===== config.mk =====
export PLATFORM = sky130hd
export DESIGN_NAME = load_cell_average_stability_count_top
export DESIGN_NICKNAME = d
export VERILOG_FILES = /design/src/rtl/core/lcasc_pkg.sv /design/src/rtl/core/lcasc_div.sv /design/src/rtl/core/lcasc_datapath.sv /design/src/rtl/core/lcasc_ctrl.sv /design/src/rtl/core/load_cell_average_stability_count_top.sv
export SDC_FILE = /design/constraint.sdc
export NUM_CORES = 1
export LEC_CHECK = 0
export ABC_AREA = 1
export BUFFER_PORTS_ARGS = -buffer_cell sky130_fd_sc_hd__buf_2
export CORE_MARGIN = 2
export CORE_UTILIZATION = 30
export DETAILED_ROUTE_END_ITERATION = 7
export HOLD_SLACK_MARGIN = 0.02
export PLACE_DENSITY = 0.47
export SETUP_SLACK_MARGIN = 0.02
export SYNTH_ARGS = -nofsm -noshare
export SYNTH_HDL_FRONTEND = slang
export SYNTH_HIERARCHICAL = 1
export SYNTH_SLANG_ARGS = --single-unit
export TNS_END_PERCENT = 20

===== constraint.sdc =====
create_clock -name clk -period 6.7 [get_ports clk]
set_clock_uncertainty 0.05 [all_clocks]
set_input_delay 0.335 -clock clk [delete_from_list [all_inputs] [get_ports clk]]
set_output_delay 0.335 -clock clk [all_outputs]
set_load 0.02 [all_outputs]

===== src/rtl/core/lcasc_pkg.sv =====
// Shared types and constants of the load-cell averaging block.
package lcasc_pkg;
    localparam int WindowLen = 8;
    localparam int SlotW = $clog2(WindowLen);
    localparam int SumW = 20 + SlotW;
    localparam logic [19:0] GramsMax = 20'hFFFFF;

    localparam logic [2:0] RegTare = 3'd0;
    localparam logic [2:0] RegCpk = 3'd1;
    localparam logic [2:0] RegStab = 3'd2;
    localparam logic [2:0] RegUnit = 3'd3;
    localparam logic [2:0] RegZero = 3'd4;

    typedef enum logic [3:0] {
        ST_IDLE, ST_GRAMS, ST_GDIV, ST_STORE, ST_SUM, ST_MEAN,
        ST_DEV, ST_CDIV, ST_DONE, ST_OUT
    } state_t;

    typedef struct packed {
        logic load;
        logic gdiv_start;
        logic store;
        logic sum_step;
        logic mean;
        logic dev_step;
        logic cdiv_start;
        logic finish;
        logic clr_idx;
    } cmd_t;

    typedef struct packed {
        logic div_busy;
        logic idx_last;
    } sts_t;
endpackage


===== src/rtl/core/lcasc_div.sv =====
// Restoring divider, one quotient bit per cycle, 40 by 24 bits.
module lcasc_div import lcasc_pkg::*; (
    input  logic        clk,
    input  logic        rst_n,
    input  logic        start,
    input  logic [39:0] dividend,
    input  logic [23:0] divisor,
    output logic        busy,
    output logic [39:0] quotient
);
    logic [39:0] q_reg, q_next;
    logic [24:0] r_reg, r_next;
    logic [23:0] d_reg, d_next;
    logic [5:0]  n_reg, n_next;
    logic [24:0] trial;

    always_comb
    begin
        q_next = q_reg;
        r_next = r_reg;
        d_next = d_reg;
        n_next = n_reg;
        trial = {r_reg[23:0], q_reg[39]};
        if (start)
        begin
            q_next = dividend;
            r_next = '0;
            d_next = divisor;
            n_next = 6'd40;
        end
        else if (n_reg != 6'd0)
        begin
            n_next = n_reg - 6'd1;
            if (trial >= {1'b0, d_reg})
            begin
                r_next = trial - {1'b0, d_reg};
                q_next = {q_reg[38:0], 1'b1};
            end
            else
            begin
                r_next = trial;
                q_next = {q_reg[38:0], 1'b0};
            end
        end
    end

    always_ff @(posedge clk or negedge rst_n)
    begin
        if (!rst_n)
            n_reg <= '0;
        else
            n_reg <= n_next;
    end

    always_ff @(posedge clk)
    begin
        q_reg <= q_next;
        r_reg <= r_next;
        d_reg <= d_next;
    end

    assign busy = (n_reg != 6'd0);
    assign quotient = q_reg;
endmodule


===== src/rtl/core/lcasc_datapath.sv =====
// Datapath: registers, ring, accumulators and shared divider.
module lcasc_datapath import lcasc_pkg::*; (
    input  logic        clk,
    input  logic        rst_n,
    input  cmd_t        cmd,
    output sts_t        sts,
    input  logic        cfg_we,
    input  logic [2:0]  cfg_index,
    input  logic [23:0] cfg_data,
    input  logic [23:0] raw_sample,
    output logic [19:0] mean_grams,
    output logic [19:0] item_count,
    output logic        steady
);
    logic [23:0] tare_reg, cpk_reg;
    logic [19:0] stab_reg, unit_reg, zero_reg;
    logic [19:0] ring_reg [WindowLen];
    logic [SlotW-1:0] slot_reg, idx_reg;
    logic [24:0] diff_reg;
    logic [19:0] grams_reg, mean_reg, worst_reg, rd;
    logic [SumW-1:0] sum_reg;
    logic [19:0] om_reg, oc_reg;
    logic os_reg;
    logic [39:0] dvd, quo;
    logic [23:0] dvs;
    logic dbusy;
    logic [19:0] dev;
    logic [35:0] prod;
    logic [19:0] gval;

    lcasc_div u_div (.clk(clk), .rst_n(rst_n), .start(cmd.gdiv_start | cmd.cdiv_start),
        .dividend(dvd), .divisor(dvs), .busy(dbusy), .quotient(quo));

    assign prod = {11'd0, diff_reg} * 36'd1000;
    assign dvd = cmd.cdiv_start ? {20'd0, mean_reg} : {4'd0, prod};
    assign dvs = cmd.cdiv_start ? {4'd0, unit_reg} : cpk_reg;
    assign rd = ring_reg[idx_reg];
    assign dev = (rd > mean_reg) ? rd - mean_reg : mean_reg - rd;
    assign sts.div_busy = dbusy;
    assign sts.idx_last = (idx_reg == SlotW'(WindowLen - 1));
    assign gval = (diff_reg[24] || diff_reg == '0 || cpk_reg == '0) ? grams_reg :
                  ((quo > {20'd0, GramsMax}) ? GramsMax : quo[19:0]);

    always_ff @(posedge clk or negedge rst_n)
    begin
        if (!rst_n)
        begin
            tare_reg <= '0;
            cpk_reg <= 24'd1;
            stab_reg <= 20'd50;
            unit_reg <= 20'd500;
            zero_reg <= 20'd50;
            slot_reg <= '0;
            for (int i = 0; i < WindowLen; i++)
                ring_reg[i] <= '0;
        end
        else
        begin
            if (cfg_we)
            begin
                unique case (cfg_index)
                    RegTare: tare_reg <= cfg_data;
                    RegCpk: cpk_reg <= cfg_data;
                    RegStab: stab_reg <= cfg_data[19:0];
                    RegUnit: unit_reg <= cfg_data[19:0];
                    RegZero: zero_reg <= cfg_data[19:0];
                    default: ;
                endcase
            end
            if (cmd.store)
            begin
                ring_reg[slot_reg] <= gval;
                slot_reg <= (slot_reg == SlotW'(WindowLen - 1)) ? '0 : slot_reg + 1'b1;
            end
        end
    end

    always_ff @(posedge clk)
    begin
        if (cmd.load)
            diff_reg <= {raw_sample[23], raw_sample} - {tare_reg[23], tare_reg};
        if (cmd.gdiv_start)
        begin
            if (diff_reg[24] || diff_reg == '0)
                grams_reg <= '0;
            else if (cpk_reg == '0)
                grams_reg <= GramsMax;
        end
        if (cmd.clr_idx)
        begin
            idx_reg <= '0;
            sum_reg <= '0;
            worst_reg <= '0;
        end
        if (cmd.sum_step)
        begin
            sum_reg <= sum_reg + SumW'(rd);
            idx_reg <= idx_reg + 1'b1;
        end
        if (cmd.mean)
            mean_reg <= sum_reg[SumW-1:SlotW];
        if (cmd.dev_step)
        begin
            if (dev > worst_reg)
                worst_reg <= dev;
            idx_reg <= idx_reg + 1'b1;
        end
        if (cmd.finish)
        begin
            os_reg <= (worst_reg < stab_reg);
            if (mean_reg > zero_reg)
            begin
                om_reg <= mean_reg;
                oc_reg <= (unit_reg == '0) ? GramsMax : quo[19:0];
            end
            else
            begin
                om_reg <= '0;
                oc_reg <= '0;
            end
        end
    end

    assign mean_grams = om_reg;
    assign item_count = oc_reg;
    assign steady = os_reg;
endmodule


===== src/rtl/core/lcasc_ctrl.sv =====
// Controller state machine sequencing one item through the datapath.
module lcasc_ctrl import lcasc_pkg::*; (
    input  logic clk,
    input  logic rst_n,
    input  logic in_valid,
    output logic in_ready,
    output logic out_valid,
    input  logic out_ready,
    input  sts_t sts,
    output cmd_t cmd
);
    state_t state_reg, state_next;

    always_ff @(posedge clk or negedge rst_n)
    begin
        if (!rst_n)
            state_reg <= ST_IDLE;
        else
            state_reg <= state_next;
    end

    always_comb
    begin
        state_next = state_reg;
        cmd = '0;
        in_ready = 1'b0;
        out_valid = 1'b0;
        unique case (state_reg)
            ST_IDLE:
            begin
                in_ready = 1'b1;
                if (in_valid)
                begin
                    cmd.load = 1'b1;
                    state_next = ST_GRAMS;
                end
            end
            ST_GRAMS:
            begin
                cmd.gdiv_start = 1'b1;
                state_next = ST_GDIV;
            end
            ST_GDIV:
                if (!sts.div_busy)
                    state_next = ST_STORE;
            ST_STORE:
            begin
                cmd.store = 1'b1;
                state_next = ST_SUM;
            end
            ST_SUM:
            begin
                cmd.clr_idx = 1'b1;
                state_next = ST_MEAN;
            end
            ST_MEAN:
            begin
                cmd.sum_step = 1'b1;
                if (sts.idx_last)
                    state_next = ST_DEV;
            end
            ST_DEV:
            begin
                cmd.mean = 1'b1;
                cmd.clr_idx = 1'b1;
                state_next = ST_CDIV;
            end
            ST_CDIV:
            begin
                cmd.dev_step = 1'b1;
                if (sts.idx_last)
                begin
                    cmd.cdiv_start = 1'b1;
                    state_next = ST_DONE;
                end
            end
            ST_DONE:
                if (!sts.div_busy)
                begin
                    cmd.finish = 1'b1;
                    state_next = ST_OUT;
                end
            ST_OUT:
            begin
                out_valid = 1'b1;
                in_ready = out_ready;
                if (out_ready)
                    state_next = ST_IDLE;
                if (out_ready && in_valid)
                begin
                    cmd.load = 1'b1;
                    state_next = ST_GRAMS;
                end
            end
            default: state_next = ST_IDLE;
        endcase
    end
endmodule


===== src/rtl/core/load_cell_average_stability_count_top.sv =====
// Top level of the load-cell moving average, stability and counting block.
// Channel | signals                                  | direction
// input   | in_valid, in_ready, raw_sample           | item in
// output  | out_valid, out_ready, mean/count/steady  | item out
// Each item is processed by two divider passes and two walks over the eight ring slots,
// with control states between them, before the next item can be accepted.
// Reset clears the configuration to its defaults and the sample ring to zero.
// A finished item is held on the output until taken; a new item can be taken in the same cycle.
module load_cell_average_stability_count_top import lcasc_pkg::*; (
    input  logic        clk,
    input  logic        rst_n,
    input  logic        cfg_we,
    input  logic [2:0]  cfg_index,
    input  logic [23:0] cfg_data,
    input  logic        in_valid,
    output logic        in_ready,
    input  logic [23:0] raw_sample,
    output logic        out_valid,
    input  logic        out_ready,
    output logic [19:0] mean_grams,
    output logic [19:0] item_count,
    output logic        steady
);
    cmd_t cmd;
    sts_t sts;

    lcasc_ctrl u_ctrl (.clk(clk), .rst_n(rst_n), .in_valid(in_valid), .in_ready(in_ready),
        .out_valid(out_valid), .out_ready(out_ready), .sts(sts), .cmd(cmd));

    lcasc_datapath u_dp (.clk(clk), .rst_n(rst_n), .cmd(cmd), .sts(sts), .cfg_we(cfg_we),
        .cfg_index(cfg_index), .cfg_data(cfg_data), .raw_sample(raw_sample),
        .mean_grams(mean_grams), .item_count(item_count), .steady(steady));
endmodule


==> impl_metrics.json, run 1 <==
{
  "status": "finished, final reports clean",
  "setup-tns-final_ns": 0,
  "layout_setup_ws_ns": 1.10,
  "reg2reg_from": "u_dp/idx_reg[0]$_DFFE_PP_",
  "antennaDiodeCount": 0,
  "synth_most_common_cell": "nand2_1",
  "routedWlPerCell_um": 18.2,
  "detail-route-antenna-nets": 0,
  "die_w_um": 342,
  "pre_cts_ws_ns": 1.12,
  "arrival_ns": 6.08,
  "fin_nets": 4976,
  "critical_path.top_delay_family": "simple AND/OR/NAND/NOR gates",
  "critPathMaxFanout": 20,
  "p_per_area_nw_per_um2": 235,
  "synth_flop_cell": "dfrtp_1",
  "rsz0062_at_grt": "false",
  "yosysTopAreaCell": "dfrtp_1",
  "crit_buf_inv": 6,
  "total_power_mw": 9.07,
  "drc_errors": 0,
  "setup_viol": 0,
  "root_buffer": "clkbuf_16",
  "synth_edf_count": 177,
  "gp_congestion": 0.903,
  "largest_reg_flops": 160,
  "syn_inst": 4496,
  "start_util_pct": 30.3,
  "cp_slowest_stage_delay_ns": 0.50,
  "max-cap-violations": 0,
  "period_share_pct": 83.6,
  "hold_path.class": "primary input to flip-flop",
  "crit_start": "u_dp/idx_reg[0]$_DFFE_PP_",
  "fmax_mhz": 179,
  "ys_async_sr_fraction_pct": 56.0,
  "htree_num_levels": 2,
  "clock_sinks": 502,
  "design.die.area_um2": 117000,
  "min_period_ns": 5.60,
  "grt_max_degree": 156,
  "syn2layout_area_growth_pct": 12.5,
  "dr.pass1.iters": 5,
  "syn_area_um2": 34300,
  "clk_latency_ns": 0.71,
  "ioPinCount": 99,
  "r2r_slack_ns": 1.10,
  "hpwl_um": 82700,
  "dp_cells": 5996,
  "finalWirelength_um": 111000,
  "yosysSeqAreaShare_pct": 38.6,
  "netlist_top_cells_count": "1473 x nand2_1, 554 x inv_1, 410 x nor2_1",
  "synth-seq-cells": 502,
  "grt_pass1_vias": 28400,
  "io_buffers": 98,
  "fin_cells": 6122,
  "crit_type": "flip-flop to flip-flop",
  "core_area_um2": 113000,
  "critPathCaptureType": "flip-flop",
  "grt_overflow": 0,
  "slew-limit-headroom_pct": 20.1,
  "holdPathEnd": "u_dp/unit_reg[15]$_DFFE_PN0P_",
  "holdPathStages": 3,
  "cts_setup_buffers": 0,
  "r2r_end": "u_dp/worst_reg[17]$_DFF_P_",
  "yosysWarnings": 6,
  "cts_tree": "yes",
  "synth_top_area_share_pct": 19.6,
  "start_kind": "flip-flop",
  "track_usage_pct": 19.0,
  "clk_pin_slew_ns": 0.06,
  "synth_cell_types": 58,
  "antenna_found_initial": 3,
  "hp-start": "cfg_data[15]",
  "viasPerCell": 4.72,
  "ys_top_cells_by_area": "dfrtp_1 20%, nand2_1 16%, edfxtp_1 16%",
  "rows": 123,
  "p_leak_nw": 19.1,
  "report.final.slew_viol_count": 0,
  "peakVddDrop_uv": 180,
  "stdcell_area_um2": 38600,
  "placed_area_um2": 36400,
  "slowest_stage": "o21bai_1",
  "drive_above_1_share_pct": 7.75,
  "die_y_um": 342,
  "crit_path_frequent_cell": "nand2_1",
  "r2r_cells": 29,
  "required_ns": 7.18,
  "cts_buffer_depth": 3,
  "drt_iter0_drc": 2239,
  "grt_pass1_wl_um": 172000,
  "cts_made_buffers": 60,
  "synth_area_per_cell_um2": 7.62,
  "hold_viol": 0,
  "vias": 28900,
  "tightest_slew_ns": 1.20,
  "nFillCells": 12100
}
[final cells by class]
type | instances | area, um2 | share of cell area, %
multi-input combinational | 3279 | 18300 | 47.4
inverter | 577 | 2170 | 5.62
clock buffer | 89 | 1760 | 4.57
clock inverter | 23 | 250 | 0.649
sequential | 502 | 13200 | 34.4
tap | 1500 | 1880 | 4.87
timing repair buffer | 152 | 966 | 2.51
[cells in the final DEF, fill, tap and decap left out, types with 43 or more instances in the layout]
cell type | synthesis | routed
nand2_1 | 1473 | 1471
inv_1 | 554 | 553
nor2_1 | 410 | 406
o21ai_0 | 300 | 299
dfrtp_1 | 268 | 268
ha_1 | 253 | 253
a21oi_1 | 178 | 178
edfxtp_1 | 177 | 177
nand3_1 | 156 | 156
buf_2 | 18 | 97
fa_1 | 95 | 95
clkbuf_16 | 0 | 61
nand4_1 | 60 | 60
dfxtp_1 | 44 | 44
o22ai_1 | 43 | 43
[metrics by stage]
step,hold slack [ns],util (%)
floorplan,-0.0106,-
global placement,0.393,32.2
detailed placement,0.395,32.2
CTS,0.0205,34.1
global route,0.0594,34.1
finish,0.0673,34.1
[logic make-up after synthesis]
kind of cell               share of synthesized area [%]
and+or+nand+nor                                     26.6
xor gates and xnor gates                            1.56
DFF                                                 38.6
adders and majority gates                           14.8
buffers and inverters                               8.11
other                                             0.0109
AOI/OAI and AO/OA                                   10.2
[worst register-to-register path: cells and delay by family (launching register included)]
kind	cells	cell delay, ns
simple gates	16	1.67
fa+ha+maj	2	0.70
flops	1	0.42
buf+inv	6	1.20
compound gates	5	1.36
[worst max path at each step]
stage / end / slack [ns] / cells past startpoint
after floorplan: u_dp/worst_reg[12]$_DFF_P_ / 2.31 / 31
after global placement: u_dp/worst_reg[9]$_DFF_P_ / 1.14 / 34
after detailed placement: u_dp/worst_reg[13]$_DFF_P_ / 1.12 / 34
after CTS: u_dp/worst_reg[13]$_DFF_P_ / 0.99 / 34
after global routing: u_dp/worst_reg[13]$_DFF_P_ / 0.61 / 34
final: u_dp/worst_reg[17]$_DFF_P_ / 1.10 / 29
[layer usage]
metal | vias up | GRT usage (%) | wire length [um]
met3 | 131 | 2.64 | 5110
met5 | - | 0 | 13
met1 | 13600 | 26.5 | 52600
met2 | 581 | 30.8 | 50600
li1 | 14500 | - | -
met4 | 2 | 5.23 | 2900
[what timing repair did]
| item | in CTS | in global routing |
|---|---|---|
| hold endpoints to repair | 156 | 0 |
| hold buffers | 14 | 0 |
| resized for setup | 0 | 0 |
[report_power, final]
part / total [mW] / internal [mW] / switching, mW
Sequential: 3.76 / 3.54 / 0.219
Combinational: 1.98 / 0.704 / 1.28
Clock: 3.32 / 1.90 / 1.42
Total: 9.07 / 6.15 / 2.92
Power figures use the tool's default switching activity.
==> run 2, diff against run 1 <==
Clock period 6.7 ns to 5.3 ns, I/O delays scaled along.
==> impl_metrics.json, run 2 (synthesis gave the netlist of run 1 again) <==
{
  "cp_slowest_stage_delay_ns": 0.47,
  "r2r_end": "u_dp/worst_reg[14]$_DFF_P_",
  "grt_max_degree": 140,
  "ioPinCount": 99,
  "setup_viol": 0,
  "antennaDiodeCount": 0,
  "design.die.area_um2": 117000,
  "hold_ws_ns": 0.0523,
  "critPathMaxFanout": 40,
  "start_kind": "flip-flop",
  "detail-route-antenna-nets": 0,
  "period_share_pct": 91.8,
  "pre_cts_ws_ns": 0.381,
  "viasPerCell": 4.75,
  "htree_num_levels": 2,
  "cts_tree": "yes",
  "root_buffer": "clkbuf_16",
  "drc_errors": 0,
  "max-cap-violations": 0,
  "r2r_slack_ns": 0.44,
  "hold_viol": 0,
  "slowest_stage": "fa_1",
  "required_ns": 5.84,
  "peakVddDrop_uv": 284,
  "die_y_um": 342,
  "drt_iter0_drc": 2082,
  "critPathCaptureType": "flip-flop",
  "layout_setup_ws_ns": 0.436,
  "min_period_ns": 4.86,
  "hpwl_um": 81800,
  "grt_pass1_vias": 29000,
  "antenna_found_initial": 3,
  "hold_path.class": "primary input to flip-flop",
  "tightest_slew_ns": 1.15,
  "cts_made_buffers": 61,
  "crit_path_frequent_cell": "nand2_1",
  "die_w_um": 342,
  "p_leak_nw": 19.5,
  "holdPathEnd": "u_dp/cpk_reg[19]$_DFFE_PN0P_",
  "p_per_area_nw_per_um2": 299,
  "drive_above_1_share_pct": 9.14,
  "fin_nets": 5048,
  "start_util_pct": 30.3,
  "status": "finished, final reports clean",
  "routedWlPerCell_um": 18.2,
  "slew-limit-headroom_pct": 22.8,
  "cts_buffer_depth": 3,
  "clock_sinks": 502,
  "core_area_um2": 113000,
  "syn2layout_area_growth_pct": 14.9,
  "grt_pass1_wl_um": 173000,
  "clk_pin_slew_ns": 0.06,
  "finalWirelength_um": 113000,
  "hp-start": "cfg_data[19]",
  "layout_commonest_cell": "nand2_1",
  "fmax_mhz": 206,
  "reg2reg_from": "u_dp/idx_reg[1]$_DFFE_PP_",
  "arrival_ns": 5.40,
  "io_buffers": 98,
  "dr.pass1.iters": 5,
  "track_usage_pct": 19.1,
  "rsz0062_at_grt": "false",
  "holdPathStages": 3,
  "total_power_mw": 11.8,
  "rows": 123,
  "setup-tns-final_ns": 0,
  "crit_type": "flip-flop to flip-flop",
  "report.final.slew_viol_count": 0,
  "gp_congestion": 0.897,
  "clk_latency_ns": 0.70,
  "layout_common_cells": "1471 x nand2_1, 553 x inv_1, 406 x nor2_1, 299 x o21ai_0, 268 x dfrtp_1",
  "r2r_cells": 28,
  "grt_overflow": 0,
  "vias": 29400,
  "largest_reg_flops": 160
}
==> run 2: cell types whose count changed in the layout (fill, tap and decap cells not counted), moves of 3 or more <==
cell           change
buf_12             +5
buf_4             +54
clkbuf_1           -5
clkbuf_16          +5
clkinv_1           -3
clkinv_2           -6
clkinvlp_4         +7
dlygate4sd3_1     +10
inv_6              +6
==> run 2: report_power, final <==
group          switching, mW  total (mW)  internal (mW)  leakage, nW
Combinational           1.61        2.50          0.893         12.9
Clock                   1.85        4.47           2.62         1.04
Sequential             0.317        4.79           4.48         5.59
==> run 2: worst max path at each step <==
stage                                         start                          to  slack, ns  depth (start not counted)
after detailed placement  u_dp/idx_reg[0]$_DFFE_PP_  u_dp/worst_reg[17]$_DFF_P_       0.38                         27
after CTS                 u_dp/idx_reg[0]$_DFFE_PP_  u_dp/worst_reg[12]$_DFF_P_       0.29                         27
after global placement    u_dp/idx_reg[0]$_DFFE_PP_  u_dp/worst_reg[17]$_DFF_P_       0.38                         27
final                     u_dp/idx_reg[1]$_DFFE_PP_  u_dp/worst_reg[14]$_DFF_P_       0.44                         28
after floorplan           u_dp/idx_reg[0]$_DFFE_PP_  u_dp/worst_reg[12]$_DFF_P_       0.91                         31
after global routing      u_dp/idx_reg[0]$_DFFE_PP_  u_dp/worst_reg[11]$_DFF_P_       0.03                         29
==> run 2: layout make-up <==
| type | instances | area (um2) |
|---|---|---|
| Multi-Input combinational cell | 3279 | 18300 |
| Tap cell | 1500 | 1880 |
| Sequential cell | 502 | 13200 |
| Fill cell | 12100 | 73600 |
| Clock buffer | 87 | 1830 |
| Timing Repair Buffer | 223 | 1610 |
| Clock inverter | 27 | 348 |
| Inverter | 577 | 2170 |
==> run 2: what timing repair did <==
action                                  4_1_cts  5_1_grt
endpoints found under the setup margin        0       20
gates resized for setup                       0        5
buffers inserted                              0        3
hold buffers                                 24        0
endpoints found under the hold margin       163        0
==> run 2: metal layers <==
layer / part of all wire (%) / GRT usage, % / vias to the layer above
met4: 2.5 / 5.03 / 2
met3: 4.7 / 2.49 / 150
met2: 45 / 31.1 / 666
met1: 47 / 26.8 / 13900
li1: - / - / 14700
met5: 0.012 / 0 / -
==> run 2: critical path: cells and delay by family, from the launching register on <==
kind,cells,cell delay (ns)
adders and majority gates,3,0.88
buffers and inverters,6,0.90
xor gates and xnor gates,1,0.19
AOI/OAI and AO/OA,4,0.63
and+or+nand+nor,14,1.67
DFF,1,0.42
==> run 2: per-stage QoR <==
step           utilization [%]  std cells  instance area [um2]
6_report                  34.9       6195                39400
5_1_grt                   34.9       6195                39400
4_1_cts                   34.8       6191                39300
3_5_place_dp              32.7       6053                36900
3_3_place_gp              32.7       6053                36900
2_1_floorplan                -       4500                34300
==> run 3, diff against run 2 <==
Settings changed: CORE_UTILIZATION 30 to 45, PLACE_DENSITY 0.47 to 0.64, SETUP_SLACK_MARGIN 0.02 to 0.4.
==> impl_metrics.json, run 3 (synthesis gave the netlist of run 1 again) <==
{
  "p_leak_nw": 19.4,
  "reg2reg_from": "u_dp/idx_reg[0]$_DFFE_PP_",
  "hold_ws_ns": 0.0480,
  "start_kind": "flip-flop",
  "slew-limit-headroom_pct": 19.0,
  "ioPinCount": 99,
  "hold_path.class": "primary input to flip-flop",
  "rsz0062_at_grt": "true",
  "detail-route-antenna-nets": 0,
  "grt_max_degree": 170,
  "grt_overflow": 0,
  "peakVddDrop_uv": 308,
  "htree_num_levels": 2,
  "multi_input_area_um2": 18600,
  "syn2layout_area_growth_pct": 13.1,
  "p_sw_mw": 3.57,
  "vias": 29600,
  "cts_tree": "yes",
  "crit_type": "flip-flop to flip-flop",
  "clk_pin_slew_ns": 0.06,
  "root_buffer": "clkbuf_16",
  "setup-tns-final_ns": 0,
  "largest_reg_flops": 160,
  "fin_nets": 5022,
  "dr.pass1.iters": 6,
  "cts_buffer_depth": 3,
  "track_usage_pct": 25.7,
  "required_ns": 5.77,
  "layout_commonest_cell": "nand2_1",
  "io_buffers": 98,
  "layout_setup_ws_ns": 0.407,
  "gp_congestion": 0.951,
  "p_seq_share_pct": 41.0,
  "routedWlPerCell_um": 17.9,
  "pre_cts_ws_ns": 0.337,
  "antenna_found_initial": 3,
  "slowest_stage": "edfxtp_1",
  "start_util_pct": 45.3,
  "clock_power_share_pct": 37.8,
  "finalWirelength_um": 101000,
  "hpwl_um": 73900,
  "max-cap-violations": 0,
  "nFillCells": 7282,
  "setup_viol": 0,
  "hold_viol": 0,
  "hp-start": "cfg_data[0]",
  "cts_made_buffers": 57,
  "antennaDiodeCount": 0,
  "critPathCaptureType": "flip-flop",
  "tightest_slew_ns": 1.21,
  "grt_pass1_vias": 28300,
  "p_int_mw": 8.03,
  "drc_errors": 0,
  "crit_start": "u_dp/idx_reg[0]$_DFFE_PP_",
  "fmax_mhz": 204,
  "report.final.slew_viol_count": 0,
  "die_w_um": 280,
  "status": "finished, final reports clean",
  "grt_pass1_wl_um": 158000,
  "drive_above_1_share_pct": 9.99,
  "rows": 101,
  "die_y_um": 280,
  "switching_share_pct": 30.8,
  "clk_latency_ns": 0.65,
  "drt_iter0_drc": 2465,
  "core_area_um2": 75700,
  "critPathMaxFanout": 9,
  "crit_path_frequent_cell": "nand2_1",
  "p_per_area_nw_per_um2": 299,
  "power.share.combinational_pct": 21.2,
  "arrival_ns": 5.36,
  "min_period_ns": 4.89,
  "clock_sinks": 502,
  "period_share_pct": 92.3,
  "layout_common_cells": "1465 x nand2_1, 551 x inv_1, 395 x nor2_1, 292 x o21ai_0, 268 x dfrtp_1",
  "ff_latch_area_um2": 13200,
  "viasPerCell": 5.24,
  "design.die.area_um2": 78400,
  "cp_slowest_stage_delay_ns": 0.55
}
==> run 3: area by class of cell <==
| type | instances | area share (%) |
|---|---|---|
| repair inverters | 3 | 0.0452 |
| clock buffers | 81 | 4.44 |
| inverters | 577 | 5.64 |
| flip-flops and latches | 502 | 34.2 |
| clock inverters | 27 | 1.01 |
| well taps | 978 | 3.16 |
| repair buffers | 198 | 3.66 |
| multi-input cells | 3279 | 47.9 |
==> run 3: per-stage QoR <==
| stage | total power, mW | area [um2] | cells | utilization (%) |
|---|---|---|---|---|
| final | 11.6 | 38800 | 5645 | 51.2 |
| after global routing | 12.3 | 38800 | 5645 | 51.2 |
| after CTS | 11.7 | 38200 | 5614 | 50.4 |
| after detailed placement | 7.28 | 35900 | 5493 | 47.5 |
| after global placement | 7.24 | 35900 | 5493 | 47.5 |
| after floorplan | 6.55 | 34300 | 4500 | - |
==> run 3: worst paths after layout <==
check | endpoint | slack [ns] | cells past startpoint
hold / removal | u_dp/stab_reg[0]$_DFFE_PN0P_ | 0.05 | 3
setup reg to reg | u_dp/worst_reg[10]$_DFF_P_ | 0.41 | 33
max in group asynchronous | u_dp/stab_reg[3]$_DFFE_PN0P_ | 3.85 | 3
setup / recovery | u_dp/worst_reg[10]$_DFF_P_ | 0.41 | 33
hold reg to reg | u_dp/mean_reg[9]$_DFFE_PP_ | 0.40 | 0
min in group asynchronous | u_dp/u_div/n_reg[1]$_DFFE_PN0P_ | 0.09 | 2
==> run 3: per-layer routing <==
metal	track usage [%]	wire, um	up-vias
met2	41.6	46700	797
met1	35.1	45400	14000
met3	4.00	5860	173
met4	8.95	3340	0
met5	0	0	-
li1	-	-	14600
==> run 3: timing repair <==
action / in CTS / in global routing
setup buffers: 0 / 26
resized for setup: 3 / 97
cloned: 0 / 5
endpoints found under the hold margin: 82 / 0
pin swaps: 0 / 7
endpoints found under the setup margin: 20 / 23
hold buffers: 13 / 0
==> run 3: power groups by stage <==
stage	sequential, mW	combinational, mW	clock, mW
finish	4.75	2.46	4.38
CTS	4.75	2.48	4.45
floorplan	4.71	1.84	0
global route	4.79	2.84	4.62
global placement	4.82	2.42	0
detailed placement	4.82	2.46	0
==> run 3: critical path, delay by kind of cell, from the launching register on <==
| kind | cells | cell delay, ns |
|---|---|---|
| AOI/OAI and AO/OA | 4 | 0.62 |
| adders and majority gates | 3 | 0.87 |
| buffers and inverters | 9 | 1.05 |
| DFF | 1 | 0.55 |
| and+or+nand+nor | 17 | 1.62 |
